--- src/sre_pkg.sv ---
`default_nettype none
// ----------------------------------------------------------------------------
// sre_pkg
// Shared widths, constants and command codes for the stroke rate estimator.
// ----------------------------------------------------------------------------
package sre_pkg;

    localparam int WINDOW      = 8;
    localparam int IVAL_W      = 16;
    localparam int RATE_W      = 24;
    localparam int CNT_W       = 7;
    localparam int HEAD_W      = (WINDOW > 1) ? $clog2(WINDOW) : 1;
    localparam int SUM_W       = $clog2(WINDOW * 65535 + 1);
    localparam int RATE_NUM    = 60000 * 256;
    localparam int NUM_W       = $clog2(RATE_NUM * WINDOW + 1);
    localparam int DIV_CNT_W   = $clog2(NUM_W + 1);

    localparam logic [NUM_W-1:0]  RATE_NUM_VEC = NUM_W'(RATE_NUM);
    localparam logic [RATE_W-1:0] RATE_MAX     = {RATE_W{1'b1}};
    localparam logic [CNT_W-1:0]  FILL_FULL    = CNT_W'(WINDOW);
    localparam logic [HEAD_W-1:0] HEAD_LAST    = HEAD_W'(WINDOW - 1);

    typedef enum logic
    {
        CMD_PUSH  = 1'b0,
        CMD_CLEAR = 1'b1
    } cmd_t;

endpackage

`default_nettype wire

--- src/stroke_rate_estimator.sv ---
`default_nettype none
// ----------------------------------------------------------------------------
// stroke_rate_estimator
// Windowed interval history with a running sum; rate = 60000*256*count/sum
// by a serial divider, saturated to 24 bits.
// ----------------------------------------------------------------------------
// sequence: an accepted item passes ST_MUL (numerator), ST_START (divider
//   start), ST_WAIT (serial divider, one quotient bit per cycle) and ST_OUT
//   (result register); ST_WAIT is skipped when the count or the sum is zero
// items are taken only in ST_IDLE, so a new item waits until the last is through;
//   the result register lets the next item enter while a result waits
// reset: history, running sum, write head and fill count clear at once
// ----------------------------------------------------------------------------
module stroke_rate_estimator
(
    input  wire logic                       clk,
    input  wire logic                       rst_n,
    input  wire logic                       item_valid,
    output logic                            item_ready,
    input  wire logic                       cmd,
    input  wire logic [sre_pkg::IVAL_W-1:0] interval_ms,
    output logic                            result_valid,
    input  wire logic                       result_ready,
    output logic [sre_pkg::RATE_W-1:0]      rate_q8,
    output logic [sre_pkg::CNT_W-1:0]       interval_count
);
    import sre_pkg::*;

    typedef enum logic [2:0]
    {
        ST_IDLE,
        ST_MUL,
        ST_START,
        ST_WAIT,
        ST_OUT
    } state_t;

    state_t                 state_reg, state_next;
    logic [IVAL_W-1:0]      ring_reg [WINDOW];
    logic [IVAL_W-1:0]      ring_next [WINDOW];
    logic [HEAD_W-1:0]      head_reg, head_next;
    logic [CNT_W-1:0]       fill_reg, fill_next;
    logic [SUM_W-1:0]       sum_reg, sum_next;
    logic [NUM_W-1:0]       num_reg, num_next;
    logic                   zero_reg, zero_next;
    logic [RATE_W-1:0]      calc_reg, calc_next;
    logic [RATE_W-1:0]      rate_reg, rate_next;
    logic [CNT_W-1:0]       count_reg, count_next;
    logic                   out_valid_reg, out_valid_next;
    logic                   div_start;
    logic                   div_done;
    logic [NUM_W-1:0]       div_quo;
    logic                   accept;

    sre_divider u_div
    (
        .clk      (clk),
        .rst_n    (rst_n),
        .start    (div_start),
        .num      (num_reg),
        .den      (sum_reg),
        .done     (div_done),
        .quotient (div_quo)
    );

    assign item_ready = (state_reg == ST_IDLE);
    assign accept     = item_valid && item_ready;
    assign div_start  = (state_reg == ST_START) && !zero_reg;

    always_comb
    begin
        state_next     = state_reg;
        ring_next      = ring_reg;
        head_next      = head_reg;
        fill_next      = fill_reg;
        sum_next       = sum_reg;
        num_next       = num_reg;
        zero_next      = zero_reg;
        calc_next      = calc_reg;
        rate_next      = rate_reg;
        count_next     = count_reg;
        out_valid_next = out_valid_reg;

        if (out_valid_reg && result_ready)
        begin
            out_valid_next = 1'b0;
        end

        case (state_reg)
            ST_IDLE:
            begin
                if (accept)
                begin
                    if (cmd_t'(cmd) == CMD_CLEAR)
                    begin
                        for (int i = 0; i < WINDOW; i++)
                        begin
                            ring_next[i] = '0;
                        end
                        head_next = '0;
                        fill_next = '0;
                        sum_next  = '0;
                    end
                    else
                    begin
                        ring_next[head_reg] = interval_ms;
                        sum_next  = sum_reg - SUM_W'(ring_reg[head_reg])
                                    + SUM_W'(interval_ms);
                        head_next = (head_reg == HEAD_LAST) ? '0 : head_reg + 1'b1;
                        fill_next = (fill_reg == FILL_FULL) ? fill_reg : fill_reg + 1'b1;
                    end
                    state_next = ST_MUL;
                end
            end
            ST_MUL:
            begin
                num_next   = RATE_NUM_VEC * {{(NUM_W-CNT_W){1'b0}}, fill_reg};
                zero_next  = (fill_reg == '0) || (sum_reg == '0);
                state_next = ST_START;
            end
            ST_START:
            begin
                if (zero_reg)
                begin
                    calc_next  = '0;
                    state_next = ST_OUT;
                end
                else
                begin
                    state_next = ST_WAIT;
                end
            end
            ST_WAIT:
            begin
                if (div_done)
                begin
                    calc_next  = (div_quo > NUM_W'(RATE_MAX)) ? RATE_MAX
                                                              : div_quo[RATE_W-1:0];
                    state_next = ST_OUT;
                end
            end
            ST_OUT:
            begin
                if (!out_valid_reg || result_ready)
                begin
                    rate_next      = calc_reg;
                    count_next     = fill_reg;
                    out_valid_next = 1'b1;
                    state_next     = ST_IDLE;
                end
            end
            default:
            begin
                state_next = ST_IDLE;
            end
        endcase
    end

    always_ff @(posedge clk or negedge rst_n)
    begin
        if (!rst_n)
        begin
            state_reg     <= ST_IDLE;
            for (int i = 0; i < WINDOW; i++)
            begin
                ring_reg[i] <= '0;
            end
            head_reg      <= '0;
            fill_reg      <= '0;
            sum_reg       <= '0;
            out_valid_reg <= 1'b0;
        end
        else
        begin
            state_reg     <= state_next;
            ring_reg      <= ring_next;
            head_reg      <= head_next;
            fill_reg      <= fill_next;
            sum_reg       <= sum_next;
            out_valid_reg <= out_valid_next;
        end
    end

    always_ff @(posedge clk)
    begin
        num_reg   <= num_next;
        zero_reg  <= zero_next;
        calc_reg  <= calc_next;
        rate_reg  <= rate_next;
        count_reg <= count_next;
    end

    assign result_valid   = out_valid_reg;
    assign rate_q8        = rate_reg;
    assign interval_count = count_reg;

endmodule

`default_nettype wire

--- src/sre_divider.sv ---
`default_nettype none
// ----------------------------------------------------------------------------
// sre_divider
// Restoring serial divider, one quotient bit per cycle.
// ----------------------------------------------------------------------------
module sre_divider
(
    input  wire logic                      clk,
    input  wire logic                      rst_n,
    input  wire logic                      start,
    input  wire logic [sre_pkg::NUM_W-1:0] num,
    input  wire logic [sre_pkg::SUM_W-1:0] den,
    output logic                           done,
    output logic [sre_pkg::NUM_W-1:0]      quotient
);
    import sre_pkg::*;

    typedef enum logic
    {
        DIV_IDLE,
        DIV_RUN
    } div_state_t;

    div_state_t             state_reg, state_next;
    logic [DIV_CNT_W-1:0]   cnt_reg, cnt_next;
    logic [SUM_W-1:0]       rem_reg, rem_next;
    logic [SUM_W-1:0]       den_reg, den_next;
    logic [NUM_W-1:0]       quo_reg, quo_next;
    logic                   done_reg, done_next;
    logic [SUM_W:0]         shifted;
    logic [SUM_W:0]         trial;

    always_comb
    begin
        shifted    = {rem_reg, quo_reg[NUM_W-1]};
        trial      = shifted - {1'b0, den_reg};
        state_next = state_reg;
        cnt_next   = cnt_reg;
        rem_next   = rem_reg;
        den_next   = den_reg;
        quo_next   = quo_reg;
        done_next  = 1'b0;
        case (state_reg)
            DIV_IDLE:
            begin
                if (start)
                begin
                    rem_next   = '0;
                    den_next   = den;
                    quo_next   = num;
                    cnt_next   = DIV_CNT_W'(NUM_W);
                    state_next = DIV_RUN;
                end
            end
            DIV_RUN:
            begin
                if (shifted >= {1'b0, den_reg})
                begin
                    rem_next = trial[SUM_W-1:0];
                    quo_next = {quo_reg[NUM_W-2:0], 1'b1};
                end
                else
                begin
                    rem_next = shifted[SUM_W-1:0];
                    quo_next = {quo_reg[NUM_W-2:0], 1'b0};
                end
                cnt_next = cnt_reg - 1'b1;
                if (cnt_reg == DIV_CNT_W'(1))
                begin
                    done_next  = 1'b1;
                    state_next = DIV_IDLE;
                end
            end
            default:
            begin
                state_next = DIV_IDLE;
            end
        endcase
    end

    always_ff @(posedge clk or negedge rst_n)
    begin
        if (!rst_n)
        begin
            state_reg <= DIV_IDLE;
            cnt_reg   <= '0;
            done_reg  <= 1'b0;
        end
        else
        begin
            state_reg <= state_next;
            cnt_reg   <= cnt_next;
            done_reg  <= done_next;
        end
    end

    always_ff @(posedge clk)
    begin
        rem_reg <= rem_next;
        den_reg <= den_next;
        quo_reg <= quo_next;
    end

    assign done     = done_reg;
    assign quotient = quo_reg;

endmodule

`default_nettype wire
--- config.mk ---
export PLATFORM = sky130hd
export DESIGN_NAME = stroke_rate_estimator
export DESIGN_NICKNAME = d
export VERILOG_FILES = /design/src/sre_pkg.sv /design/src/stroke_rate_estimator.sv /design/src/sre_divider.sv
export SDC_FILE = /design/constraint.sdc
export NUM_CORES = 1
export LEC_CHECK = 0
export ABC_CLOCK_PERIOD_IN_PS = 8000
export BUFFER_PORTS_ARGS = -buffer_cell sky130_fd_sc_hd__buf_2
export CORE_ASPECT_RATIO = 0.75
export CORE_MARGIN = 8
export CORE_UTILIZATION = 35
export CTS_BUF_LIST = sky130_fd_sc_hd__clkbuf_2 sky130_fd_sc_hd__clkbuf_4 sky130_fd_sc_hd__clkbuf_8
export DETAILED_ROUTE_END_ITERATION = 10
export GPL_ROUTABILITY_DRIVEN = 0
export SLEW_MARGIN = 15
export SYNTH_ARGS = -nofsm -noshare
export SYNTH_HDL_FRONTEND = slang
export SYNTH_SLANG_ARGS = --single-unit
--- constraint.sdc ---
create_clock -name clk -period 8 [get_ports clk]
set_input_delay 0 -clock clk [delete_from_list [all_inputs] [get_ports clk]]
set_output_delay 0 -clock clk [all_outputs]
set_load 0.02 [all_outputs]
Yosys cells after proc, flatten, opt, wreduce, memory -nomap -nowiden
Cells that the tools add are included.
Storage, ports and cells
  register bits after elaboration: 303
  bits of input ports: 21
  logic and storage cells: 105
Operators by class
  multiplexer cells: 37
  equality and inequality tests: 13
  multipliers: 1
  bitwise gates (word level): 2
  add/subtract/negate cells: 6
  $lt $le $gt $ge: 4
  reduce and logical (&&, ||, !) cells: 18
Operators by type and width (count)
  128-bit bitwise mux: 1
  128-bit two-way mux: 1
  24-bit two-way mux: 3
  19-bit two-way mux: 3
  27-bit case mux with 2 select lines: 1
  16-bit binary-select mux with 3-bit select: 1
  16-bit demux with 3-bit select: 1
  16-bit two-way mux: 3
  24-bit case mux with 2 select lines: 1
  19-bit case mux with 2 select lines: 1
  27-bit by 24-bit > comparator with 1-bit output (second input constant): 1
  27-bit two-way mux: 1
  20-bit by 19-bit >= comparator with 1-bit output: 1
  19-bit by 16-bit adder with 19-bit output: 1
  19-bit zero test: 1
  19-bit by 16-bit subtractor with 19-bit output: 1
  19-bit subtractor: 1
  3-bit two-way mux: 6
  3-bit case mux with 5 select lines: 1
  11-bit by 7-bit multiplier with 14-bit output (first input constant): 1
  7-bit two-way mux: 2
  5-bit case mux with 2 select lines: 1
  3-bit AND reduction: 3
  1-bit two-way mux: 8
  other kinds (23): 36

Depth between registers and ports, before layout
Gate-level depths: netlist of run 1.
  depth in word-level cells: 7
  depth in mapped cells: 18
  gate-level depth less buffers: 16

Modules after synthesis
Synthesis of run 1 repeated with hierarchy kept, for this count alone.
Unflattened totals
  cells, all modules: 1597
  area total of the unflattened synthesis: 16869.9 um^2
Modules (own cells, without submodules)
  stroke_rate_estimator: seq. area each 6130.9 um^2, cells each 1255, instances 1, area each 12801.0 um^2
  sre_divider: seq. area each 2127.0 um^2, cells each 342, instances 1, area each 4068.9 um^2

Least setup slack after synthesis of run 1
No wires, ideal clock.
  kind: register -> register
  start: register head_reg[0]
  end: register sum_reg[17]
  arrival time: 3754 ps
  buffers on the path: 2
  setup time: 121 ps
  stages on the path, launching flop included: 16
  slack: 4125 ps
  data required time: 7879 ps
  cell sequence: dfrtp_1 > buf_2 > nor3b_1 > clkbuf_1 > a22oi_1 > nand4_1 > fa_1 > inv_1 > ha_1 > a21o_1 > a21o_1 > a21oi_1 > o311ai_0 > a221oi_1 > xnor2_1 > a22o_1
On the way
  cells in the longest elaborated chain, start to end: 7
RTL lines
  start: declaration: RTL line stroke_rate_estimator.sv:41  | logic [HEAD_W-1:0] head_reg, head_next;
  start signal: assignment: RTL line stroke_rate_estimator.sv:177  | head_reg <= head_next;
  3-bit NOT with 4-bit output (not written as such): RTL line stroke_rate_estimator.sv:107  | sum_next = sum_reg - SUM_W'(ring_reg[head_reg])
  16-bit binary-select mux with 3-bit select: RTL line stroke_rate_estimator.sv:107
  16-bit two-way mux (not written as such) (2 in a row): RTL line stroke_rate_estimator.sv:107
  19-bit by 16-bit subtractor with 19-bit output: RTL line stroke_rate_estimator.sv:107
  19-bit by 16-bit adder with 19-bit output: RTL line stroke_rate_estimator.sv:108  | + SUM_W'(interval_ms);
  19-bit two-way mux: RTL line stroke_rate_estimator.sv:94  | if (cmd_t'(cmd) == CMD_CLEAR)
  end signal: assignment: RTL line stroke_rate_estimator.sv:179  | sum_reg <= sum_next;
  end: declaration: RTL line stroke_rate_estimator.sv:43  | logic [SUM_W-1:0] sum_reg, sum_next;
Every way passes these cells. The select of a mux whose other input is x is not followed.
A chain may end at the register's enable or synchronous reset.

Worst setup path after layout of run 1
Ends and elaborated chain as after synthesis.

==> results of run 1 <==
==> power by group through the flow <==
| stage | sequential, mW | clock [mW] | combinational [mW] |
|---|---|---|---|
| after floorplan | 2.78 | 0 | 4.08 |
| after global placement | 2.96 | 0 | 5.04 |
| after detailed placement | 2.96 | 0 | 5.19 |
| after CTS | 2.94 | 1.47 | 5.23 |
| after global routing | 3.03 | 1.54 | 5.88 |
| final | 2.96 | 1.43 | 5.22 |
==> final timing paths <==
kind | endpoint | slack (ns) | cells past startpoint
max in group asynchronous | state_reg[0] | 6.40 | 3
worst min register to register | rate_q8[15] | 0.42 | 0
worst max register to register | sum_reg[17] | 3.50 | 12
worst min-delay path | ring_reg[26] | 0.06 | 2
min in group clk | result_valid | 0.25 | 4
worst max-delay path | sum_reg[17] | 3.50 | 12
==> cell usage after synthesis (3+ instances only) <==
cell type,instances,area [µm²]
a211oi_1,7,52.6
a21o_1,9,67.6
a21oi_1,35,175
a22o_1,11,96.3
a22oi_1,194,1460
a31oi_1,4,25.0
and2_1,17,106
and3_1,5,31.3
buf_1,5,18.8
buf_2,13,65.1
clkbuf_1,82,308
dfrtp_1,168,4200
edfxtp_1,135,4050
fa_1,29,581
ha_1,82,1030
inv_1,133,499
mux2_2,14,158
mux2i_1,16,160
nand2_1,182,683
nand2b_1,13,81.3
nand3_1,9,45.0
nand4_1,23,144
nor2_1,70,263
nor2b_1,6,37.5
nor3_1,19,95.1
nor4_1,5,31.3
o21a_1,37,278
o21ai_0,164,821
o221ai_1,3,26.3
o22ai_1,3,18.8
o31ai_1,8,60.1
o41ai_1,4,35.0
or3_1,3,18.8
xnor2_1,28,245
xor2_1,17,149
==> kinds of logic (layout without fill, tap and decap cells) <==
kind of cell | after synthesis | in the layout | synth area share
buffers and inverters | 237 | 318 | 0.0562
adders and majority gates | 111 | 111 | 0.0970
and+or+nand+nor | 367 | 367 | 0.100
muxes | 30 | 30 | 0.0192
xor gates and xnor gates | 45 | 45 | 0.0238
DFF | 303 | 303 | 0.499
AOI/OAI and AO/OA | 507 | 507 | 0.205
==> worst max-delay path: cells and delay by family, from the launching register on <==
kind                       cells  cell delay (ns)
xor gates and xnor gates       1             0.13
and+or+nand+nor                2             1.03
adders and majority gates      2             0.71
DFF                            1             0.63
buffers and inverters          1             0.07
AOI/OAI and AO/OA              6             1.80
==> per-layer routing <==
layer / wire length (µm) / share of wire / vias up
met5: 0 / 0 / -
met4: 959 / 0.022 / 0
met3: 3090 / 0.071 / 71
met2: 19000 / 0.44 / 442
met1: 20300 / 0.47 / 6147
li1: - / - / 5859
==> metrics by stage <==
stage	hold WS (ns)	utilization	power [mW]	std cells	instance area, µm²
6_report	0.0551	0.396	9.61	2320	18700
5_1_grt	0.141	0.396	10.4	2320	18700
4_1_cts	0.0872	0.396	9.64	2320	18600
3_5_place_dp	0.180	0.370	8.15	2209	17400
3_3_place_gp	0.182	0.370	8.01	2209	17400
2_1_floorplan	-0.296	-	6.87	1600	16600
==> cell type report <==
cell class	count	area, µm²
Clock buffer	76	915
Clock inverter	15	129
Fill cell	4550	28400
Inverter	133	499
Multi-Input combinational cell	1060	7420
Sequential cell	303	8260
Tap cell	639	800
Timing Repair Buffer	94	632
==> what timing repair did <==
| item | in CTS | in global routing |
|---|---|---|
| endpoints found under the hold margin | 245 | 0 |
| endpoints found under the setup margin | 0 | 0 |
| hold buffers | 20 | 0 |
==> impl_results.md, run 1 <==
- Cells after synthesis: 1600
- Setup TNS Final: 0 ns
- Crit path largest cell delay: 0.78 ns
- Critical path launch point: head_reg[0]
- Detailed Place HPWL: 28100 µm
- PwrDens: 515 nW/µm²
- Clk Latency, worst-skew pair: roughly 0.63 ns
- Port Buffers: 53
- Net Sw Frac: 0.431
- Vias per std cell: 5.40
- Top_reg_cell synth: dfrtp_1
- Vias in the first global route: about 12000
- Asr flop ratio synth: 0.554
- Synthesis warning total: 0
- Met1 GRT Util: 0.224
- Final net count: 1773
- Comb pwr share: 0.544
- Syn-to-layout area delta: 12.6%
- Arrival time worst endpoint: about 5 ns
- Sink Count: slightly above 300
- Cell Int Power: 5.46 mW
- Place WS: around 3.6 ns
- Startpoint Class: flop
- Die area: 54600 µm²
- Largest net degree at the start of global routing: 123
- Maximum vdd drop: approximately 230 µV
- DR DRC count: 0
- RSZ-0062 raised after global routing: no
- DR WL/cell: roughly 19 µm
- Final Hold Vio Count: 0
- Post-synthesis sequential area ratio: 0.499
- Ports: 54
- Status: complete, no violations
- First-pass GRT wire length: ~69000 µm
- Initial DRC Count: 1398
- # diodes: 0
- Clock skew: roughly 0.044 ns
- Seq pwr share: 0.308
- Max H-tree Level: 2
- CTS resizes: 0
- Antenna violations before repair: 0
- Worst-Margin Slew: 1.13 ns
- Max-cap violations: 0
- Worst min path class: input pin to async pin
- Max-slew violations: 0
- TritonCTS Buffers: 49
- Worst Path Required: about 8.5 ns
- NetSw: 4.14 mW
- Number of synthesized flops with an enable pin: 135
- Max Root-Sink Buffers: 3
- Number of flip-flops in the largest register: 128
- Die X: 267 µm
- Starting Density: 0.352
- Worst r2r src: head_reg[0]
- # setup viols final: 0
- Most common cell after layout, fill and taps aside: a22oi_1
- Core Area: 47100 µm²
- Fmax achieved: 222 MHz
- Worst slew margin: 0.246
- Leak: 8.06 nW
- Grt met3 use: 0.0331
- Clock share of power: 0.148
- Total gr overflow: 0
- CTS tree: built
- Setup bufs post-CTS: 0
- Root buffer cell: clkbuf_8
- Row count: 69
- GR Util met2: 0.237
- Syn Area/Cell: 10.3 µm²
- Critical path class: flop to flop
- Yosys cell types: 70
- CP endpoint kind: flop
- Post-Syn Nets: 1732
- Post-Syn Area: 16600 µm²
- CP cell instances: and3_1 > a22oi_1 > nand4_1 > fa_1 > inv_1 > ha_1 > a2111o_1 > a21oi_1 > o311ai_0 > a221oi_1 > xnor2_1 > a22o_1
- Critical path's slowest cell: and3_1
- Total routed wirelength: roughly 43000 µm
- GRT busiest layer: met2
- Clk pin slew, worst setup/hold paths: 0.06 ns
- Final Critical Period: 4.51 ns
- Flops & latches, synth: 303
- Most frequent cells in the layout: a22oi_1 (194), nand2_1 (181), dfrtp_1 (168)
- Routed Antenna Nets: 0
- Share of cells above drive strength 1: 0.119
- GRT Overall Usage: 0.156
- DRT Pass-1 Iters: 6
- Worst-path fanout max: 17
- PnR worst setup slack: around 3.5 ns
- Period utilization: 0.563
- Die Span Y: 204 µm
- DR vias: 12500
(Power assumes the default switching activity.)
==> inputs of run 2 (changes only) <==
Settings changed: ABC_AREA set to 1, ABC_CLOCK_PERIOD_IN_PS 8000 to 3600.
Clock period 8 ns to 3.6 ns, I/O delays scaled along.
==> impl_results.md, run 2 <==
- Final Hold Vio Count: 0 (unchanged)
- Ports: 54 (unchanged)
- Die Span Y: 203 µm (was 204 µm)
- Synth top area cells: dfrtp_1 (26%), edfxtp_1 (25%), inv_1 (8.8%) (was dfrtp_1 (25%), edfxtp_1 (24%), a22oi_1 (8.8%))
- DR WL/cell: 16.6 µm (was 18.7 µm)
- Seq pwr share: 0.320 (was 0.308)
- DRT Pass-1 Iters: 5 (was 6)
- Antenna violations before repair: 1 (was 0)
- Inst Count DP: 2425 (was 2209)
- Syn-to-layout area delta: 17.4% (was 12.6%)
- NetSw: 7.80 mW (was 4.14 mW)
- GRT Overall Usage: 0.153 (was 0.156)
- Worst min path class: input pin to async pin (unchanged)
- Flops & latches, synth: 303 (unchanged)
- Number of synthesized flops with an enable pin: 135 (unchanged)
- PwrDens: 933 nW/µm² (was 515 nW/µm²)
- Max-slew violations: 0 (unchanged)
- Worst slew margin: 0.393 (was 0.246)
- Routed Antenna Nets: 0 (unchanged)
- Most frequent cells in the layout: inv_1 (376), nand2_1 (290), dfrtp_1 (164) (was a22oi_1 (194), nand2_1 (181), dfrtp_1 (168))
- CTS tree: built (unchanged)
- Largest family of logic cells by synthesized area: simple AND/OR/NAND/NOR gates (was compound AO/OA/AOI/OAI gates)
- Period utilization: 0.980 (was 0.563)
- Worst-path fanout max: 6 (was 17)
- Clk pin slew, worst setup/hold paths: 0.06 ns (about the same)
- Yosys cell types: 48 (was 70)
- Die X: 266 µm (was 267 µm)
- Critical path class: flop to flop (unchanged)
- Syn Area/Cell: 9.35 µm² (was 10.3 µm²)
- Top-area cell type share of the netlist area: 0.257 (was 0.254)
- Max H-tree Level: 2 (unchanged)
- Worst hold slack: 0.0181 ns (was 0.0551 ns)
- Net Sw Frac: 0.435 (was 0.431)
- Detailed Place HPWL: 28500 µm (was 28100 µm)
- TritonCTS Buffers: 53 (was 49)
- Total routed wirelength: 42500 µm (was 43300 µm)
- Top_reg_cell synth: dfrtp_1 (unchanged)
- Most common cell in the netlist: inv_1 (was a22oi_1)
- Status: complete, no violations (unchanged)
- Clock skew: 0.0300 ns (was 0.0440 ns)
- Most common cell after layout, fill and taps aside: inv_1 (was a22oi_1)
- Port Buffers: 53 (unchanged)
- Number of flip-flops in the largest register: 128 (unchanged)
- Multiplexer area fraction after synthesis: 0 (was 0.0192)
- Final net count: 2023 (was 1773)
- DR vias: 12600 (was 12500)
- Root buffer cell: clkbuf_8 (unchanged)
- Adder-cell share of the synthesized area: 0.0981 (was 0.0970)
- Clk Latency, worst-skew pair: 0.63 ns (about the same)
- Fill cells: 4553 (was 4550)
- Initial DRC Count: 1004 (was 1398)
- Startpoint Class: flop (unchanged)
- Asr flop ratio synth: 0.554 (unchanged)
- Post-Syn Nets: 1883 (was 1732)
- Core Area: 46100 µm² (was 47100 µm²)
- # setup viols final: 0 (unchanged)
- Post-synthesis compound-gate area fraction: 0.133 (was 0.205)
- Worst Path Required: 4.10 ns (was 8.48 ns)
- Post-synthesis sequential area ratio: 0.504 (was 0.499)
- Post-Syn Area: 16400 µm² (was 16600 µm²)
- Synth area leader: dfrtp_1 (unchanged)
- Total gr overflow: 0 (unchanged)
- CP endpoint kind: flop (unchanged)
- Most frequent cells after synthesis: inv_1 (382), nand2_1 (295), dfrtp_1 (168), o22ai_1 (149), edfxtp_1 (135) (was a22oi_1 (194), nand2_1 (182), dfrtp_1 (168), o21ai_0 (164), edfxtp_1 (135))
- Die area: 54000 µm² (was 54600 µm²)
- Maximum vdd drop: 407 µV (was 229 µV)
- Arrival time worst endpoint: 4.02 ns (was 4.98 ns)
- DR DRC count: 0 (unchanged)
- RSZ-0062 raised after global routing: yes (was no)
- Comb pwr share: 0.503 (was 0.544)
- First-pass GRT wire length: 67200 µm (was 68800 µm)
- Vias in the first global route: 12500 (was 12200)
- Final Critical Period: 3.53 ns (was 4.51 ns)
- Max Root-Sink Buffers: 3 (unchanged)
- Worst-Margin Slew: 0.909 ns (was 1.13 ns)
- Share of cells above drive strength 1: 0.159 (was 0.119)
- Final Non-Filler Cells: 2563 (was 2320)
- Starting Density: 0.355 (was 0.352)
- Cell Int Power: 10.1 mW (was 5.46 mW)
- Post-synthesis simple-gate area fraction: 0.144 (was 0.100)
- Cells after synthesis: 1751 (was 1600)
- Leak: 9.04 nW (was 8.06 nW)
- Row count: 68 (was 69)
- Clock share of power: 0.176 (was 0.148)
- Max-cap violations: 0 (unchanged)
- Vias per std cell: 4.92 (was 5.40)
- Sink Count: 303 (unchanged)
- Synthesis warning total: 0 (unchanged)
- Largest net degree at the start of global routing: 90 (was 123)
- Xor/xnor cell area share of the yosys netlist: 0.0144 (was 0.0238)
- Fmax achieved: 284 MHz (was 222 MHz)
[run 2: cell count changes after synthesis, moves of 37 or more]
cell | previous run | this run
nor2_1 | 70 | 114
o22ai_1 | 3 | 149
o21a_1 | 37 | 0
clkbuf_1 | 82 | 20
inv_1 | 133 | 382
nand3_1 | 9 | 53
nand2_1 | 182 | 295
a22oi_1 | 194 | 9
o21ai_0 | 164 | 77
[run 2: logic make-up after synthesis]
logic type               Yosys count
AND/OR/NAND/NOR                  530
adder cells (fa/ha/maj)          111
buffers and inverters            437
XOR/XNOR                          27
AO/OA/AOI/OAI                    343
flip-flops                       303
[run 2: worst paths after layout]
kind,from,endpoint,slack [ns],cells after the start
min in group clk,result_ready,result_valid,0.15,3
min reg2reg,calc_reg[18],rate_q8[18],0.42,0
max reg2reg,head_reg[0],sum_reg[14],0.07,18
min,rst_n,ring_reg[123],0.02,2
max in group asynchronous,rst_n,u_div.cnt_reg[3],2.61,3
max,head_reg[0],sum_reg[14],0.07,18
[run 2: layout make-up]
class,count,area [µm²],area share
sequential,303,8260,0.430
multi-input combinational,1011,6610,0.344
clock buffer,74,912,0.0475
tap,630,788,0.0410
antenna,1,2.50,0.000130
inverter,388,1480,0.0768
clock inverter,22,138,0.00716
timing repair buffer,134,1030,0.0535
[run 2: worst max-delay path, stage by stage (launching register included)]
cell,delay [ns]
dfrtp_2,0.43
inv_1,0.16
nand3_2,0.16
clkinvlp_4,0.15
buf_4,0.18
a22oi_1,0.25
o2111ai_2,0.21
fa_2,0.49
fa_1,0.46
inv_1,0.09
nand3_1,0.09
nand3_2,0.11
nand2_1,0.06
nand2_1,0.11
nand3_1,0.11
nand2_1,0.13
nand2_1,0.07
nand2_1,0.06
o21ai_1,0.08
[run 2: routing by layer]
metal  vias up  GRT usage  part of all wire
met5         -          0                 0
met4         0     0.0404             0.017
met3        58     0.0303             0.062
met2       362      0.226              0.43
met1      6106      0.227              0.49
li1       6091          -                 -
[run 2: repair_timing]
item	4_1_cts	5_1_grt
hold buffers	20	0
pin swaps	0	10
cloned	0	1
hold endpoints to repair	239	0
buffers inserted	0	20
setup endpoints to repair	3	21
gates resized for setup	3	64
[run 2: power by group through the flow]
stage	logic (mW)	clock network, mW	registers (mW)
2_1_floorplan	5.91	0	5.71
3_3_place_gp	8.11	0	5.75
3_5_place_dp	8.23	0	5.79
4_1_cts	8.30	3.25	5.74
5_1_grt	10.1	3.40	5.88
6_report	9.03	3.16	5.75
[run 2: stage by stage]
step	util	area (µm²)	total power, mW	worst slack [ns]	TNS, ns
finish	0.417	19200	17.9	0.0727	0
global route	0.417	19200	19.4	-0.111	-0.549
CTS	0.407	18800	17.3	0.0310	0
detailed placement	0.380	17500	14.0	0.0252	0
global placement	0.380	17500	13.9	0.0694	0
floorplan	-	16400	11.6	0.109	0
==> inputs of run 3 (changes only) <==
Settings changed: RECOVER_POWER set to 50.
==> impl_results.md, run 3 (synthesized netlist as in run 2, its figures left out) <==
- Sink Count: 303 (unchanged)
- First-pass GRT wire length: 67200 µm (unchanged)
- Failing checks: capacitance limit, slew limit
- Number of flip-flops in the largest register: 128 (unchanged)
- Die area: 54000 µm² (unchanged)
- Max-cap violations: 2 (was 0)
- Max H-tree Level: 2 (unchanged)
- Most common cell after layout, fill and taps aside: inv_1 (unchanged)
- Ports: 54 (unchanged)
- Critical path class: flop to flop (unchanged)
- Vias in the first global route: 12500 (unchanged)
- Starting Density: 0.355 (unchanged)
- Fill cells: 4586 (was 4553)
- CP cell instances: inv_1 > nand3_2 > clkinvlp_4 > buf_4 > a22oi_1 > o2111ai_2 > fa_2 > fa_1 > inv_1 > nand3_1 > nand3_2 > nand2_1 > nand2_1 > nand3_1 > nand2_1 > nand2_1 > nand2_1 > o21ai_1 (unchanged)
- TritonCTS Buffers: 53 (unchanged)
- Total gr overflow: 0 (unchanged)
- Critical path's slowest cell: fa_2 (unchanged)
- NetSw: 7.80 mW (about the same)
- Syn-to-layout area delta: 16.9% (was 17.4%)
- RSZ-0062 raised after global routing: yes (unchanged)
- Final Critical Period: 3.52 ns (was 3.53 ns)
- Total routed wirelength: 42500 µm (about the same)
- FF-to-FF path depth: 18 (unchanged)
- CP top delay family: adder cells (unchanged)
- Startpoint Class: flop (unchanged)
- Multi-input gate area: 6600 µm² (was 6610 µm²)
- Arrival time worst endpoint: 4.02 ns (about the same)
- Row count: 68 (unchanged)
- Net Sw Frac: 0.436 (was 0.435)
- Worst-Margin Slew: 2.38 ns (was 0.909 ns)
- # setup viols final: 0 (unchanged)
- Most frequent cells in the layout: inv_1 (376), nand2_1 (290), dfrtp_1 (164) (unchanged)
- Die X: 266 µm (unchanged)
- Seq pwr share: 0.321 (was 0.320)
- Final Non-Filler Cells: 2563 (unchanged)
- Largest net degree at the start of global routing: 90 (unchanged)
- Die Span Y: 203 µm (unchanged)
- Share of cells above drive strength 1: 0.140 (was 0.159)
- Clock share of power: 0.176 (about the same)
- Final Hold Vio Count: 0 (unchanged)
- Root buffer cell: clkbuf_8 (unchanged)
- Period utilization: 0.977 (was 0.980)
- Final net count: 2023 (unchanged)
- Comb pwr share: 0.503 (about the same)
- DR WL/cell: 16.6 µm (about the same)
- Fin area: 19100 µm² (was 19200 µm²)
- Inst Count DP: 2425 (unchanged)
- CP Buf/Inv Count: 4 (unchanged)
- Worst Path Required: 4.10 ns (about the same)
- Cell Int Power: 10.1 mW (about the same)
- Detailed Place HPWL: 28500 µm (unchanged)
- Clk pin slew, worst setup/hold paths: 0.06 ns (about the same)
- Most frequent CP cell: nand2_1 (unchanged)
- Leak: 8.93 nW (was 9.04 nW)
- Worst slew margin: -0.585 (was 0.393)
- DR vias: 12600 (about the same)
- DR DRC count: 0 (unchanged)
- CTS tree: built (unchanged)
- GRT Overall Usage: 0.153 (unchanged)
- Fmax achieved: 284 MHz (about the same)
- Hold path cells: 3
- Storage element area: 8260 µm² (unchanged)
- Status: finished, violations left (was complete, no violations)
- Core Area: 46100 µm² (unchanged)
- Area post-placement: 17500 µm² (unchanged)
- Initial DRC Count: 1067 (was 1004)
- Maximum vdd drop: 408 µV (was 407 µV)
- Levels on crit path: 18 (unchanged)
- Vias per std cell: 4.93 (was 4.92)
- Antenna violations before repair: 1 (unchanged)
- Port Buffers: 53 (unchanged)
- Clk Latency, worst-skew pair: 0.63 ns (about the same)
- Worst-path fanout max: 6 (unchanged)
- CP endpoint kind: flop (unchanged)
- Crit path largest cell delay: 0.49 ns (about the same)
- Max Root-Sink Buffers: 3 (unchanged)
- Worst min path class: input pin to flop (was input pin to async pin)
- Clock skew: 0.0262 ns (was 0.0300 ns)
- PwrDens: 935 nW/µm² (was 933 nW/µm²)
- Routed Antenna Nets: 0 (unchanged)
- DRT Pass-1 Iters: 5 (unchanged)
- Max-slew violations: 122 (was 0)
-- run 3: changes by cell type in the layout (fill, tap and decap cells not counted), sizes merged --
cell,change
buf,-41
clkbuf,+41
-- run 3: area by class of cell --
cell class | count | area share
antenna | 1 | 0.000131
clock buffer | 74 | 0.0477
clock inverter | 22 | 0.00719
inverter | 388 | 0.0771
multi-input combinational | 1011 | 0.345
sequential | 303 | 0.432
tap | 630 | 0.0412
timing repair buffer | 134 | 0.0501
-- run 3: worst reg2reg max path, delay by kind of cell (launching register included) --
kind | cells | cell delay [ns]
adder cells (fa/ha/maj) | 2 | 0.95
flip-flops | 1 | 0.43
AO/OA/AOI/OAI | 3 | 0.54
buffers and inverters | 4 | 0.58
AND/OR/NAND/NOR | 9 | 0.89
-- run 3: worst paths after layout --
path	from	endpoint	slack, ns
max	head_reg[0]	sum_reg[14]	0.08
min	result_ready	result_valid	0.15
max reg2reg	head_reg[0]	sum_reg[14]	0.08
min reg2reg	calc_reg[18]	rate_q8[18]	0.42
max in group asynchronous	rst_n	u_div.cnt_reg[3]	1.15
min in group asynchronous	rst_n	ring_reg[62]	0.61
-- run 3: repair_timing --
action | 4_1_cts | 5_1_grt
hold endpoints to repair | 239 | 0
cloned | 0 | 1
setup buffers | 0 | 20
pin swaps | 0 | 10
hold buffers | 20 | 0
endpoints found under the setup margin | 3 | 21
gates resized for setup | 3 | 64
-- run 3: power groups by stage --
stage	clock (mW)	sequential (mW)	combinational, mW
floorplan	0	5.71	5.91
global placement	0	5.75	8.11
detailed placement	0	5.79	8.23
CTS	3.25	5.74	8.30
global route	3.40	5.88	10.1
finish	3.16	5.75	9.00
-- run 3: through the flow --
step	power (mW)	setup TNS [ns]	setup slack, ns	hold WS [ns]	utilization
floorplan	11.6	0	0.109	-0.296	-
global placement	13.9	0	0.0694	0.147	0.380
CTS	17.3	0	0.0310	0.0294	0.407
detailed placement	14.0	0	0.0252	0.145	0.380
global route	19.4	-0.548	-0.111	0.102	0.415
finish	17.9	0	0.0817	0.151	0.415
-- run 3: routing by layer --
metal / wire length, µm / global-route usage / vias to the layer above
met5: 0 / 0 / -
li1: - / - / 6089
met1: 20700 / 0.227 / 6098
met2: 18200 / 0.226 / 370
met3: 2870 / 0.0303 / 69
met4: 795 / 0.0404 / 0
